[src/apd_pkg.sv]
// ----------------------------------------------------------------------------
// Adaptive pulse detector package
// Shared sizes, register map, controller state type and command bundle.
// ----------------------------------------------------------------------------
package apd_pkg;

   // Noise history and energy sizes.
   localparam int HISTORY_LEN  = 10;
   localparam int ENERGY_WIDTH = 32;
   localparam int NUM_CH       = 3;
   localparam int SLOT_W       = $clog2(HISTORY_LEN);
   localparam int FILL_W       = $clog2(HISTORY_LEN + 1);
   localparam int SUM_W        = ENERGY_WIDTH + $clog2(HISTORY_LEN);

   // Configuration register widths and reset values.
   localparam int TF_W   = 8;
   localparam int MRUN_W = 4;
   localparam int PROD_W = SUM_W + TF_W;
   localparam logic [TF_W-1:0]   TF_RESET   = 8'd10;
   localparam logic [MRUN_W-1:0] MRUN_RESET = 4'd4;

   // Register map: index taken from the word address.
   localparam int CSR_ADDR_W = 3;
   localparam logic REG_THRESHOLD = 1'b0;
   localparam logic REG_MIN_RUN   = 1'b1;

   // Flag record and onset run.
   localparam int FLAG_DEPTH = 11;
   localparam int FIDX_W     = $clog2(FLAG_DEPTH);
   localparam int FCNT_W     = $clog2(FLAG_DEPTH + 1);
   localparam int RUN_CAP    = 10;
   localparam int RUN_W      = 4;

   // Stream widths.
   localparam int REQ_DATA_W = NUM_CH * ENERGY_WIDTH;
   localparam int RSP_DATA_W = 8;

   // Controller states.
   typedef enum logic [1:0] {
      S_IDLE,
      S_READ,
      S_MUL,
      S_DONE
   } state_type;

   // Commands from the controller to the datapath.
   typedef struct packed {
      logic capture;
      logic read;
      logic mul;
      logic commit;
   } cmd_type;

endpackage

[src/apd_csr.sv]
// ----------------------------------------------------------------------------
// Adaptive pulse detector register file
// APB-style access to the threshold factor and the minimum run length.
// ----------------------------------------------------------------------------
module apd_csr (
   input  logic                              clock,
   input  logic                              reset,
   input  logic                              csr_psel,
   input  logic                              csr_penable,
   input  logic                              csr_pwrite,
   input  logic [apd_pkg::CSR_ADDR_W-1:0]    csr_paddr,
   input  logic [31:0]                       csr_pwdata,
   output logic [31:0]                       csr_prdata,
   output logic                              csr_pready,
   output logic [apd_pkg::TF_W-1:0]          threshold_factor,
   output logic [apd_pkg::MRUN_W-1:0]        min_run_bins
);

   logic [apd_pkg::TF_W-1:0]   tf_ff, tf_in;
   logic [apd_pkg::MRUN_W-1:0] mrun_ff, mrun_in;
   logic                       wr_en;
   logic                       reg_idx;

   assign csr_pready = 1'b1;
   assign wr_en      = csr_psel && csr_penable && csr_pwrite && csr_pready;
   assign reg_idx    = csr_paddr[2];

   // Next values of the registers on a write transaction.
   always_comb begin
      tf_in   = tf_ff;
      mrun_in = mrun_ff;
      if (wr_en) begin
         case (reg_idx)
            apd_pkg::REG_THRESHOLD: tf_in   = csr_pwdata[apd_pkg::TF_W-1:0];
            apd_pkg::REG_MIN_RUN:   mrun_in = csr_pwdata[apd_pkg::MRUN_W-1:0];
            default: ;
         endcase
      end
   end

   always_ff @(posedge clock) begin
      if (reset) begin
         tf_ff   <= apd_pkg::TF_RESET;
         mrun_ff <= apd_pkg::MRUN_RESET;
      end else begin
         tf_ff   <= tf_in;
         mrun_ff <= mrun_in;
      end
   end

   // Read data.
   always_comb begin
      case (reg_idx)
         apd_pkg::REG_THRESHOLD: csr_prdata = 32'(tf_ff);
         apd_pkg::REG_MIN_RUN:   csr_prdata = 32'(mrun_ff);
         default:                csr_prdata = '0;
      endcase
   end

   assign threshold_factor = tf_ff;
   assign min_run_bins     = mrun_ff;

endmodule

[src/apd_ctrl.sv]
// ----------------------------------------------------------------------------
// Adaptive pulse detector controller
// Sequences capture, history read, multiply and commit for one transaction
// and owns the result valid flag.
// ----------------------------------------------------------------------------
module apd_ctrl (
   input  logic              clock,
   input  logic              reset,
   input  logic              req_tvalid,
   output logic              req_tready,
   output logic              rsp_tvalid,
   input  logic              rsp_tready,
   output apd_pkg::cmd_type  cmd
);

   apd_pkg::state_type state_ff, state_in;
   logic               rsp_valid_ff, rsp_valid_in;
   logic               out_free;

   // The output register can take a new result when empty or being drained.
   assign out_free = !rsp_valid_ff || rsp_tready;

   // Next state.
   always_comb begin
      state_in = state_ff;
      case (state_ff)
         apd_pkg::S_IDLE: if (req_tvalid) state_in = apd_pkg::S_READ;
         apd_pkg::S_READ: state_in = apd_pkg::S_MUL;
         apd_pkg::S_MUL:  state_in = apd_pkg::S_DONE;
         apd_pkg::S_DONE: if (out_free) state_in = apd_pkg::S_IDLE;
         default:         state_in = apd_pkg::S_IDLE;
      endcase
   end

   // Outputs per state.
   always_comb begin
      req_tready  = 1'b0;
      cmd         = '0;
      case (state_ff)
         apd_pkg::S_IDLE: begin
            req_tready  = 1'b1;
            cmd.capture = req_tvalid;
         end
         apd_pkg::S_READ: cmd.read   = 1'b1;
         apd_pkg::S_MUL:  cmd.mul    = 1'b1;
         apd_pkg::S_DONE: cmd.commit = out_free;
         default: ;
      endcase
   end

   // Result valid: set on commit, cleared when the consumer takes it.
   always_comb begin
      rsp_valid_in = rsp_valid_ff;
      if (cmd.commit) begin
         rsp_valid_in = 1'b1;
      end else if (rsp_tready) begin
         rsp_valid_in = 1'b0;
      end
   end

   always_ff @(posedge clock) begin
      if (reset) begin
         state_ff     <= apd_pkg::S_IDLE;
         rsp_valid_ff <= 1'b0;
      end else begin
         state_ff     <= state_in;
         rsp_valid_ff <= rsp_valid_in;
      end
   end

   assign rsp_tvalid = rsp_valid_ff;

   // A commit never overwrites a result that is still waiting.
   a_commit_free: assert property (@(posedge clock) disable iff (reset)
      cmd.commit |-> (!rsp_valid_ff || rsp_tready))
      else $error("commit while result pending");

   // An accepted transaction goes straight to the history read.
   a_accept_read: assert property (@(posedge clock) disable iff (reset)
      (req_tvalid && req_tready) |=> (state_ff == apd_pkg::S_READ))
      else $error("accept not followed by read");

   // A commit always produces a valid result in the next cycle.
   a_commit_valid: assert property (@(posedge clock) disable iff (reset)
      cmd.commit |=> rsp_valid_ff)
      else $error("commit lost");

endmodule

[src/apd_dp.sv]
// ----------------------------------------------------------------------------
// Adaptive pulse detector datapath
// Noise history memory with running sums, threshold multiply and compare,
// flag record and onset run measurement, and the result register.
// ----------------------------------------------------------------------------
module apd_dp (
   input  logic                                     clock,
   input  logic                                     reset,
   input  apd_pkg::cmd_type                         cmd,
   input  logic [apd_pkg::REQ_DATA_W-1:0]           energy_in,
   input  logic [apd_pkg::TF_W-1:0]                 threshold_factor,
   input  logic [apd_pkg::MRUN_W-1:0]               min_run_bins,
   output logic                                     warming,
   output logic                                     window_flag,
   output logic                                     onset_seen,
   output logic                                     pulse_qualified,
   output logic [apd_pkg::RUN_W-1:0]                run_length
);

   // Captured energies, history read data, running sums and products.
   logic [apd_pkg::ENERGY_WIDTH-1:0] energy_ff [apd_pkg::NUM_CH];
   logic [apd_pkg::ENERGY_WIDTH-1:0] old_val   [apd_pkg::NUM_CH];
   logic [apd_pkg::SUM_W-1:0]        sum_ff    [apd_pkg::NUM_CH];
   logic [apd_pkg::SUM_W-1:0]        sum_in    [apd_pkg::NUM_CH];
   logic [apd_pkg::SUM_W-1:0]        scaled_ff [apd_pkg::NUM_CH];
   logic [apd_pkg::PROD_W-1:0]       thr_ff    [apd_pkg::NUM_CH];
   logic [apd_pkg::REQ_DATA_W-1:0]   hist_mem  [apd_pkg::HISTORY_LEN];
   logic [apd_pkg::REQ_DATA_W-1:0]   hist_rd_ff;

   // Control state of the history and flag record.
   logic [apd_pkg::SLOT_W-1:0]       slot_ff, slot_in;
   logic [apd_pkg::FILL_W-1:0]       fill_ff, fill_in;
   logic [apd_pkg::FLAG_DEPTH-1:0]   rec_ff, rec_in, rec_new;
   logic [apd_pkg::FCNT_W-1:0]       cnt_ff, cnt_in, cnt_new;

   // Result register.
   logic                             warm_out_ff, warm_out_in;
   logic                             flag_out_ff, flag_out_in;
   logic                             onset_out_ff, onset_out_in;
   logic                             qual_out_ff, qual_out_in;
   logic [apd_pkg::RUN_W-1:0]        run_out_ff, run_out_in;

   logic                             warm;
   logic                             flag;
   logic                             hist_we;
   logic [apd_pkg::NUM_CH-1:0]       above;
   logic                             onset;
   logic [apd_pkg::RUN_W-1:0]        run;
   logic                             stop;

   // Energy capture at the accepted transaction.
   always_ff @(posedge clock) begin
      if (cmd.capture) begin
         for (int ch = 0; ch < apd_pkg::NUM_CH; ch++) begin
            energy_ff[ch] <= energy_in[ch*apd_pkg::ENERGY_WIDTH +: apd_pkg::ENERGY_WIDTH];
         end
      end
   end

   // History memory: read the entry about to be replaced, write on a commit of an unflagged window.
   always_ff @(posedge clock) begin
      if (cmd.read) begin
         hist_rd_ff <= hist_mem[slot_ff];
      end
      if (cmd.commit && hist_we) begin
         hist_mem[slot_ff] <= {energy_ff[2], energy_ff[1], energy_ff[0]};
      end
   end

   always_comb begin
      for (int ch = 0; ch < apd_pkg::NUM_CH; ch++) begin
         old_val[ch] = hist_rd_ff[ch*apd_pkg::ENERGY_WIDTH +: apd_pkg::ENERGY_WIDTH];
      end
   end

   // Multiply stage: threshold times history sum, energy times history length.
   always_ff @(posedge clock) begin
      if (cmd.mul) begin
         for (int ch = 0; ch < apd_pkg::NUM_CH; ch++) begin
            thr_ff[ch]    <= apd_pkg::PROD_W'(threshold_factor) *
                             apd_pkg::PROD_W'(sum_ff[ch]);
            scaled_ff[ch] <= apd_pkg::SUM_W'(energy_ff[ch]) *
                             apd_pkg::SUM_W'(apd_pkg::HISTORY_LEN);
         end
      end
   end

   // Window decision.
   assign warm = (fill_ff < apd_pkg::FILL_W'(apd_pkg::HISTORY_LEN));
   always_comb begin
      for (int ch = 0; ch < apd_pkg::NUM_CH; ch++) begin
         above[ch] = apd_pkg::PROD_W'(scaled_ff[ch]) > thr_ff[ch];
      end
   end
   assign flag    = !warm && (&above);
   assign hist_we = warm || !flag;

   // Running sums: during warm-up the slot was never written, so only add.
   always_comb begin
      for (int ch = 0; ch < apd_pkg::NUM_CH; ch++) begin
         if (warm) begin
            sum_in[ch] = sum_ff[ch] + apd_pkg::SUM_W'(energy_ff[ch]);
         end else begin
            sum_in[ch] = sum_ff[ch] - apd_pkg::SUM_W'(old_val[ch]) +
                         apd_pkg::SUM_W'(energy_ff[ch]);
         end
      end
   end

   // Rotating slot and fill count.
   always_comb begin
      slot_in = slot_ff;
      fill_in = fill_ff;
      if (hist_we) begin
         if (slot_ff == apd_pkg::SLOT_W'(apd_pkg::HISTORY_LEN - 1)) begin
            slot_in = '0;
         end else begin
            slot_in = slot_ff + 1'b1;
         end
      end
      if (warm) begin
         fill_in = fill_ff + 1'b1;
      end
   end

   // Flag record: append the new flag, then look for an onset.
   always_comb begin
      rec_new = rec_ff;
      rec_new[cnt_ff[apd_pkg::FIDX_W-1:0]] = flag;
      cnt_new = cnt_ff + 1'b1;
   end

   // Run of set flags from the second-oldest one; unrecorded flags stop it.
   always_comb begin
      run  = '0;
      stop = 1'b0;
      for (int i = 1; i <= apd_pkg::RUN_CAP; i++) begin
         if (!stop && rec_new[i] && (apd_pkg::FCNT_W'(i) < cnt_new)) begin
            run = run + 1'b1;
         end else begin
            stop = 1'b1;
         end
      end
   end

   assign onset = (cnt_new >= apd_pkg::FCNT_W'(2)) && !rec_new[0] && rec_new[1];

   // Record aging and result fields.
   always_comb begin
      rec_in       = rec_ff;
      cnt_in       = cnt_ff;
      warm_out_in  = 1'b1;
      flag_out_in  = 1'b0;
      onset_out_in = 1'b0;
      qual_out_in  = 1'b0;
      run_out_in   = '0;
      if (!warm) begin
         if (cnt_new > apd_pkg::FCNT_W'(apd_pkg::FLAG_DEPTH - 1)) begin
            rec_in = rec_new >> 1;
            cnt_in = cnt_new - 1'b1;
         end else begin
            rec_in = rec_new;
            cnt_in = cnt_new;
         end
         warm_out_in  = 1'b0;
         flag_out_in  = flag;
         onset_out_in = onset;
         if (onset) begin
            run_out_in  = run;
            qual_out_in = (run >= min_run_bins);
         end
      end
   end

   // Control state of the datapath.
   always_ff @(posedge clock) begin
      if (reset) begin
         slot_ff <= apd_pkg::SLOT_W'(1);
         fill_ff <= '0;
         rec_ff  <= '0;
         cnt_ff  <= '0;
         for (int ch = 0; ch < apd_pkg::NUM_CH; ch++) begin
            sum_ff[ch] <= '0;
         end
      end else if (cmd.commit) begin
         slot_ff <= slot_in;
         fill_ff <= fill_in;
         rec_ff  <= rec_in;
         cnt_ff  <= cnt_in;
         if (hist_we) begin
            for (int ch = 0; ch < apd_pkg::NUM_CH; ch++) begin
               sum_ff[ch] <= sum_in[ch];
            end
         end
      end
   end

   // Result register.
   always_ff @(posedge clock) begin
      if (cmd.commit) begin
         warm_out_ff  <= warm_out_in;
         flag_out_ff  <= flag_out_in;
         onset_out_ff <= onset_out_in;
         qual_out_ff  <= qual_out_in;
         run_out_ff   <= run_out_in;
      end
   end

   assign warming         = warm_out_ff;
   assign window_flag     = flag_out_ff;
   assign onset_seen      = onset_out_ff;
   assign pulse_qualified = qual_out_ff;
   assign run_length      = run_out_ff;

   // The flag record never holds more than ten flags between windows.
   a_cnt_bound: assert property (@(posedge clock) disable iff (reset)
      cnt_ff <= apd_pkg::FCNT_W'(apd_pkg::FLAG_DEPTH - 1))
      else $error("flag record overfull");

   // Flags are recorded only once the history is full.
   a_no_flag_warm: assert property (@(posedge clock) disable iff (reset)
      warm |-> (cnt_ff == '0))
      else $error("flag recorded during warm-up");

   // A flagged window leaves the slot and the sums alone.
   a_flag_freeze: assert property (@(posedge clock) disable iff (reset)
      (cmd.commit && flag) |=> $stable(slot_ff))
      else $error("history moved on flagged window");

   // A qualified pulse always comes with an onset and a nonzero run.
   a_qual_onset: assert property (@(posedge clock) disable iff (reset)
      (cmd.commit && qual_out_in) |-> (onset && (run != '0)))
      else $error("qualified without onset");

endmodule

[src/adaptive_pulse_detector_unit.sv]
// ----------------------------------------------------------------------------
// Adaptive pulse detector unit
// Three-channel cell-averaging detector over a ten-window noise history,
// followed by a pulse onset and run-length check on the window flags.
//
// Channel  | Direction | Transaction carries
// ---------+-----------+----------------------------------------------------
// req_     | in        | energies of channels one, two and three
// rsp_     | out       | warming, window flag, onset, qualified, run length
// csr_     | in/out    | threshold factor (0x0), minimum run length (0x4)
//
// When results are taken promptly, an item passes through accept, history
// read, multiply and commit; the history memory read and the registered
// multiply account for the middle two steps. One item is in flight at a time.
// Reset is synchronous; it clears control state and needs no clearing pass.
// A stalled result holds in the output register; the next item is accepted
// and worked on, and waits at commit until the output register is free.
// ----------------------------------------------------------------------------
module adaptive_pulse_detector_unit (
   input  logic                                clock,
   input  logic                                reset,
   // Input stream; tdata: energy_a [31:0], energy_b [63:32], energy_c [95:64].
   input  logic                                req_tvalid,
   output logic                                req_tready,
   input  logic [apd_pkg::REQ_DATA_W-1:0]      req_tdata,
   // Result stream; tdata: warming [0], window_flag [1], onset_seen [2],
   // pulse_qualified [3], run_length [7:4].
   output logic                                rsp_tvalid,
   input  logic                                rsp_tready,
   output logic [apd_pkg::RSP_DATA_W-1:0]      rsp_tdata,
   // Configuration port.
   input  logic                                csr_psel,
   input  logic                                csr_penable,
   input  logic                                csr_pwrite,
   input  logic [apd_pkg::CSR_ADDR_W-1:0]      csr_paddr,
   input  logic [31:0]                         csr_pwdata,
   output logic [31:0]                         csr_prdata,
   output logic                                csr_pready
);

   apd_pkg::cmd_type              cmd;
   logic [apd_pkg::TF_W-1:0]      threshold_factor;
   logic [apd_pkg::MRUN_W-1:0]    min_run_bins;
   logic                          warming;
   logic                          window_flag;
   logic                          onset_seen;
   logic                          pulse_qualified;
   logic [apd_pkg::RUN_W-1:0]     run_length;

   // Configuration registers.
   apd_csr u_csr (
      .clock            (clock),
      .reset            (reset),
      .csr_psel         (csr_psel),
      .csr_penable      (csr_penable),
      .csr_pwrite       (csr_pwrite),
      .csr_paddr        (csr_paddr),
      .csr_pwdata       (csr_pwdata),
      .csr_prdata       (csr_prdata),
      .csr_pready       (csr_pready),
      .threshold_factor (threshold_factor),
      .min_run_bins     (min_run_bins)
   );

   // Sequencer.
   apd_ctrl u_ctrl (
      .clock      (clock),
      .reset      (reset),
      .req_tvalid (req_tvalid),
      .req_tready (req_tready),
      .rsp_tvalid (rsp_tvalid),
      .rsp_tready (rsp_tready),
      .cmd        (cmd)
   );

   // Datapath.
   apd_dp u_dp (
      .clock            (clock),
      .reset            (reset),
      .cmd              (cmd),
      .energy_in        (req_tdata),
      .threshold_factor (threshold_factor),
      .min_run_bins     (min_run_bins),
      .warming          (warming),
      .window_flag      (window_flag),
      .onset_seen       (onset_seen),
      .pulse_qualified  (pulse_qualified),
      .run_length       (run_length)
   );

   // Pack the result fields, lowest bit first.
   assign rsp_tdata = {run_length, pulse_qualified, onset_seen, window_flag, warming};

endmodule
[config.mk]
export PLATFORM = sky130hd
export DESIGN_NAME = adaptive_pulse_detector_unit
export DESIGN_NICKNAME = d
export VERILOG_FILES = /design/src/apd_pkg.sv /design/src/apd_csr.sv /design/src/apd_ctrl.sv /design/src/apd_dp.sv /design/src/adaptive_pulse_detector_unit.sv
export SDC_FILE = /design/constraint.sdc
export NUM_CORES = 2
export LEC_CHECK = 0
export BUFFER_PORTS_ARGS = -buffer_cell sky130_fd_sc_hd__buf_2
export CAP_MARGIN = 40
export CORE_MARGIN = 1
export CORE_UTILIZATION = 35
export CTS_CLUSTER_SIZE = 10
export DETAILED_ROUTE_END_ITERATION = 10
export PLACE_DENSITY_LB_ADDON = 0.3
export SYNTH_ARGS = -nofsm -noshare
export SYNTH_HDL_FRONTEND = slang
export SYNTH_HIERARCHICAL = 1
export SYNTH_SLANG_ARGS = --single-unit
[constraint.sdc]
create_clock -name clock -period 16.1 [get_ports clock]
set_input_delay 0.805 -clock clock [delete_from_list [all_inputs] [get_ports clock]]
set_output_delay 0.805 -clock clock [all_outputs]
set_load 0.05 [all_outputs]
# Yosys cells after proc, flatten, opt, wreduce, memory -nomap -nowiden
# Memories as Yosys holds them, arrays and structs flattened. A register that Yosys moved wholly into a read port is not among the register bits.
# Cells that the tools add are included.
[totals]
register_bits = 46
mem_bits_rw = 1401
wordCells = 182
n_memories = 5
[classes]
n_addsub = 22
mul = 6
order_cmp = 19
eq_ne = 6
muxes = 55
bitwise = 6
reduce_logical = 50
[memory_table]
columns = ["memory", "depth", "width", "rd", "rd_ports_with_merged_regs", "write_ports", "line_no", "text"]
rows = [
  ["u_dp.hist_mem", 10, 96, 1, 1, 1, "apd_dp.sv:27", "logic [apd_pkg::REQ_DATA_W-1:0] hist_mem [apd_pkg::HISTORY_LEN];"],
  ["u_dp.thr_ff", 3, 44, 3, 0, 3, "apd_dp.sv:26", "logic [apd_pkg::PROD_W-1:0] thr_ff [apd_pkg::NUM_CH];"],
  ["u_dp.sum_ff", 3, 36, 3, 0, 3, "apd_dp.sv:23", "logic [apd_pkg::SUM_W-1:0] sum_ff [apd_pkg::NUM_CH];"],
  ["u_dp.scaled_ff", 3, 35, 3, 0, 3, "apd_dp.sv:25", "logic [apd_pkg::SUM_W-1:0] scaled_ff [apd_pkg::NUM_CH];"],
  ["u_dp.energy_ff", 3, 32, 3, 0, 3, "apd_dp.sv:21", "logic [apd_pkg::ENERGY_WIDTH-1:0] energy_ff [apd_pkg::NUM_CH];"],
]
[ops]
columns = ["operator", "n"]
rows = [
  ["adder 36 x 32 -> 36 bit", 6],
  ["two-way mux 36 bit", 6],
  ["> comparator 36 x 44 -> 1 bit", 3],
  ["multiplier 8 x 36 -> 44 bit", 3],
  ["subtractor 36 x 32 -> 36 bit", 3],
  ["multiplier 32 x 3 -> 35 bit, second input constant", 3],
  ["one-hot mux 32 bit (2 select lines)", 1],
  ["adder 4 x 1 -> 4 bit, second input constant", 11],
  ["two-way mux 4 bit", 11],
  ["two-way mux 1 bit", 31],
  ["logical AND 1 bit", 26],
  ["less-than comparator 3 x 4 -> 1 bit, first input constant", 4],
  ["zero test 1 bit", 12],
  ["less-than comparator 4 bit, first input constant", 3],
  ["AND reduction 2 bit", 6],
  ["bitwise mux 11 bit", 1],
  ["two-way mux 11 bit", 1],
  ["less-than comparator 2 x 4 -> 1 bit, first input constant", 2],
  ["one-hot mux 2 bit (4 select lines)", 1],
  ["less-than comparator 4 x 5 -> 1 bit, second input constant", 1],
  ["demux 1 bit (select 4 bit)", 1],
  ["== test 2 bit, second input constant", 2],
  ["== test 4 bit, second input constant", 1],
  ["greater-or-equal comparator 4 x 1 -> 1 bit, second input constant", 1],
  ["other kinds (18)", 24],
]

# Logic depth before layout (Yosys ltp)
[logic_depth]
word_depth = 42
ltp_mapped = 42
mapped_depth_nobuf = 41

# Cells and area by module
# The synthesis kept the hierarchy.
[by_module_without_submodules]
columns = ["mod", "n_inst", "cells_each", "area_per_inst_um2", "seq_area_each_um2"]
rows = [
  ["apd_dp", 1, 8552, 102040.4, 45653.8],
  ["apd_csr", 1, 89, 819.5, 240.2],
  ["apd_ctrl", 1, 23, 227.7, 60.1],
  ["adaptive_pulse_detector_unit", 1, 4, 30.0, 0.0],
]

# Worst setup path after synthesis
# OpenSTA, ideal clock, no wires.
[synth_timing]
kind = "register to register"
from = "memory u_dp/thr_ff[0][82] (netlist bit)"
to = "memory u_dp/hist_mem[1][0] (netlist bit), enable pin"
arrival_time_ps = 11678
required_ps = 15311
path_slack_ps = 3633
path_stages_with_launch = 11
synth_period_minus_slack_ps = 12467
path_cell_list = "edfxtp_1 > or4_4 > nor4_4 > nand2_1 > or4_1 > nand4_1 > a2111o_2 > nand2_1 > inv_1 > nand2_1 > nor4_1"
[synth_lines]
columns = ["element", "line_no"]
rows = [
  ["from (decl)", "apd_dp.sv:26"],
  ["to (decl)", "apd_dp.sv:27"],
]

==> results.md <==
- Status: complete, no violations
- GR Util All Layers: between 10% and 20%
- DP Area: ~110000 um2
- CP required: ~17 ns
- Count leader, synth: edfxtp_1
- Final WL: approximately 250000 um
- Synth async-reset ratio: 0%
- Fin. Hold Viols: 0
- Sw Pwr: just under 0.006 W
- VDD IR max: 0.00009376 V
- 1st-iter DRT viols: slightly above 4000
- Area contributors post-synth: edfxtp_1 (44%), fa_1 (14%), ha_1 (8.6%), mux4_2 (4.2%), inv_1 (4.0%)
- Post-CTS sizing: 0
- Fin crit share: approximately 62%
- Routed Antenna Nets: 0
- First-pass GRT wire length: a little under 400000 um
- I/O Buffers: 129
- Critical path's most frequent cell: ha_1
- Worst Path Max Fanout: 9
- Pwr Total: between 0.015 and 0.02 W
- Post-route cell area: ~110000 um2
- Largest net degree at the start of global routing: just under 100
- Final net count: 10320
- Commonest cells in the netlist: edfxtp_1 (1505), inv_1 (1086), nand2_1 (790), fa_1 (714), ha_1 (709)
- Die footprint: a little under 300000 um2
- Critical path data arrival time: around 10 ns
- Post-synth EDFFs: about 1500
- CP top delay family: compound AO/OA/AOI/OAI gates
- Post-synthesis sequential area ratio: between 40 and 50%
- Area Overhead vs Synth: 10.66%
- Slew Viols, Final: 0
- Final Skew: 0.09471 ns
- Worst-Margin Slew: a little under 1 ns
- Routability cong.: 0.8683
- DPL Wire Length: about 180000 um
- Layout cells sized above 1: 8.704%
- Fmax: slightly above 100 MHz
- Multiplexer share of the synthesized area: 5.398%
- Yosys reg bits: ~1500
- Synth Cell Area: just over 100000 um2
- Sequential share of power: approximately 36%
- Deepest clock path buffer count: 4
- Vias in the first global route: 67890
- Drt drc: 0
- Yosys warns: 6
- CP Class: flop to flop
- Final Setup Violations: 0
- Cts bufs inserted: 190
- Leak pwr: roughly 45 nW
- TNS Setup: 0 ns
- Synthesized area per cell: about 12 um2
- Clock transition at path regs: ~0.05 ns
- Via Count: about 65000
- Xor/xnor cell area share of the yosys netlist: between 3 and 4%
- Clock Sink Count: around 1500
- Sw Ratio: 36.56%
- Post-Synth Simple-Gate Area: between 10% and 20%
- Post-synth top area share: between 40% and 50%
- Placed cell count: 12460
- Leading area contributor after synthesis: edfxtp_1
- Synth Area in Compound Gates: between 8 and 9%
- Cell row count: 198
- Hold Crit Class: input pin to flop
- Mapped Cells: approximately 8700
- Pint: 0.01029 W
- Startpoint class of the critical path: flop
- Crit path capture type: flop
- RSZ-0062 raised after global routing: no
- Die W: roughly 540 um
- Initial antenna violation count: 8
- Clk Latency, worst-skew pair: ~0.88 ns
- WL per Instance: roughly 20 um
- Clock power frac: a little under a quarter
- Layout Cells excl Fill: between 10000 and 15000
- Combinational power share: about two fifths
- Initial Util: a little over a third
- Max-cap violation count: 0
- Hold-fix buffers, CTS: 0
- Most common flop cell mapped by yosys: edfxtp_1
- Largest family of logic cells by synthesized area: adder cells
- Yosys cell types: 100
- CTS tree: done
- Slew margin rel.: between 30% and 40%
- Fin crit period: just under 10 ns
- Worst Path Buf+Inv: 1
- Pwr/cell area: roughly 140 nW/um2
- Core area: around 290000 um2
- Adder and majority gate portion of the synthesized area: between 20% and 30%
- TritonRoute pass-1 iters: 5
- CP max stage cell: nor4_4
- Post-CTS setup buffer count: 0
- Vias per cell: slightly above 5
- GRT overflow: 0
- Die H: 544.8 um
- Boundary Pins: between 150 and 200
- H-tree Lvls: 4
- Root Buffer: clkbuf_16
- Critical Path Max Stage Delay: ~0.6 ns
## per-layer routing
layer  part of all wire [%]  track usage [%]  vias up  wire, um
met5                 0.0040                0        -        10
met4                    2.6            4.551        2      6397
met3                    4.4            2.109      349     10940
met2                     47            27.95     1360    116700
met1                     46            23.24    33080    116400
li1                       -                -    30190         -
## power groups by stage
stage	Clock [W]	Sequential (W)	Combinational (W)
floorplan	0	0.00566	0.00499
detailed placement	0	0.00585	0.00654
CTS	0.00401	0.00578	0.00660
finish	0.00389	0.00576	0.00657
global placement	0	0.00584	0.00637
global route	0.00415	0.00583	0.00740
## final timing paths
path	startpoint	end	slack, ns	depth (start not counted)
max	u_dp/thr_ff[0][82]	u_dp/pulse_qualified	6.19	39
max reg2reg	u_dp/thr_ff[0][82]	u_dp/pulse_qualified	6.19	39
min	req_tdata[90]	u_dp/energy_ff[0][90]	0.09	1
min reg2reg	u_dp/rec_ff[9]	u_dp/rec_ff[9]	0.46	2
## flip-flops by register name (all words and copies together) (netlist names), 8 cells and up
register,flops
u_dp/hist_rd_ff,96
u_csr/threshold_factor,8
u_dp/hist_mem,960
u_dp/sum_ff,108
u_dp/energy_ff,96
u_dp/scaled_ff,105
u_dp/thr_ff,132
u_dp/rec_ff,11
## placed cells by master (no fill, tap or decap), drive strengths merged, types with 12 or more instances in the layout
cell	count
o22ai	13
nand2b	78
nor2b	159
and3	40
xnor2	285
clkbuf	226
o211ai	16
and2	388
buf	251
nor3	82
fa	714
nor4	12
a211o	14
mux2i	117
nand2	790
o21bai	54
mux4	192
inv	1091
a211oi	143
dfxtp	38
or3	34
nand3	93
o21a	66
clkinv	37
xor2	107
edfxtp	1505
nor2	355
o21ai	184
a21oi	533
a21o	173
ha	709
a31oi	37
or2	19
or4	19
nand4	41
conb	25
o31ai	15
a21boi	17
## metrics by stage
stage	setup slack (ns)	utilization (%)	hold slack, ns
final	6.193	39.07	0.08811
after CTS	6.327	39.06	0.01346
after floorplan	3.633	-	0.4322
after global routing	5.677	39.07	0.02759
after detailed placement	6.412	37.18	0.4552
after global placement	6.552	37.02	0.4581
## cells by family (layout without fill, tap and decap cells)
kind of cell             Yosys count  in the layout
XOR/XNOR                         393            393
flip-flops                      1543           1543
buffers and inverters           1468           1612
AND/OR/NAND/NOR                 2140           2140
multiplexers                     315            315
AO/OA/AOI/OAI                   1384           1384
other                              2             28
adder cells (fa/ha/maj)         1423           1423
## final cells by class
type | count | area, um2
fillers | 27800 | 178000
multi-input cells | 5680 | 51710
flip-flops and latches | 1543 | 46000
clock buffers | 226 | 4964
inverters | 1089 | 4093
repair buffers | 251 | 1934
well taps | 3900 | 4880
diodes | 3 | 7.507
clock inverters | 46 | 529.3
## worst reg2reg max path: cells and delay by family, from the launching register on
family | cells | cell delay [ns]
flops | 1 | 0.36
mux | 2 | 0.57
fa+ha+maj | 8 | 2.27
compound gates | 16 | 3.70
buf+inv | 1 | 0.21
simple gates | 12 | 2.55
Power figures use the tool's default switching activity.
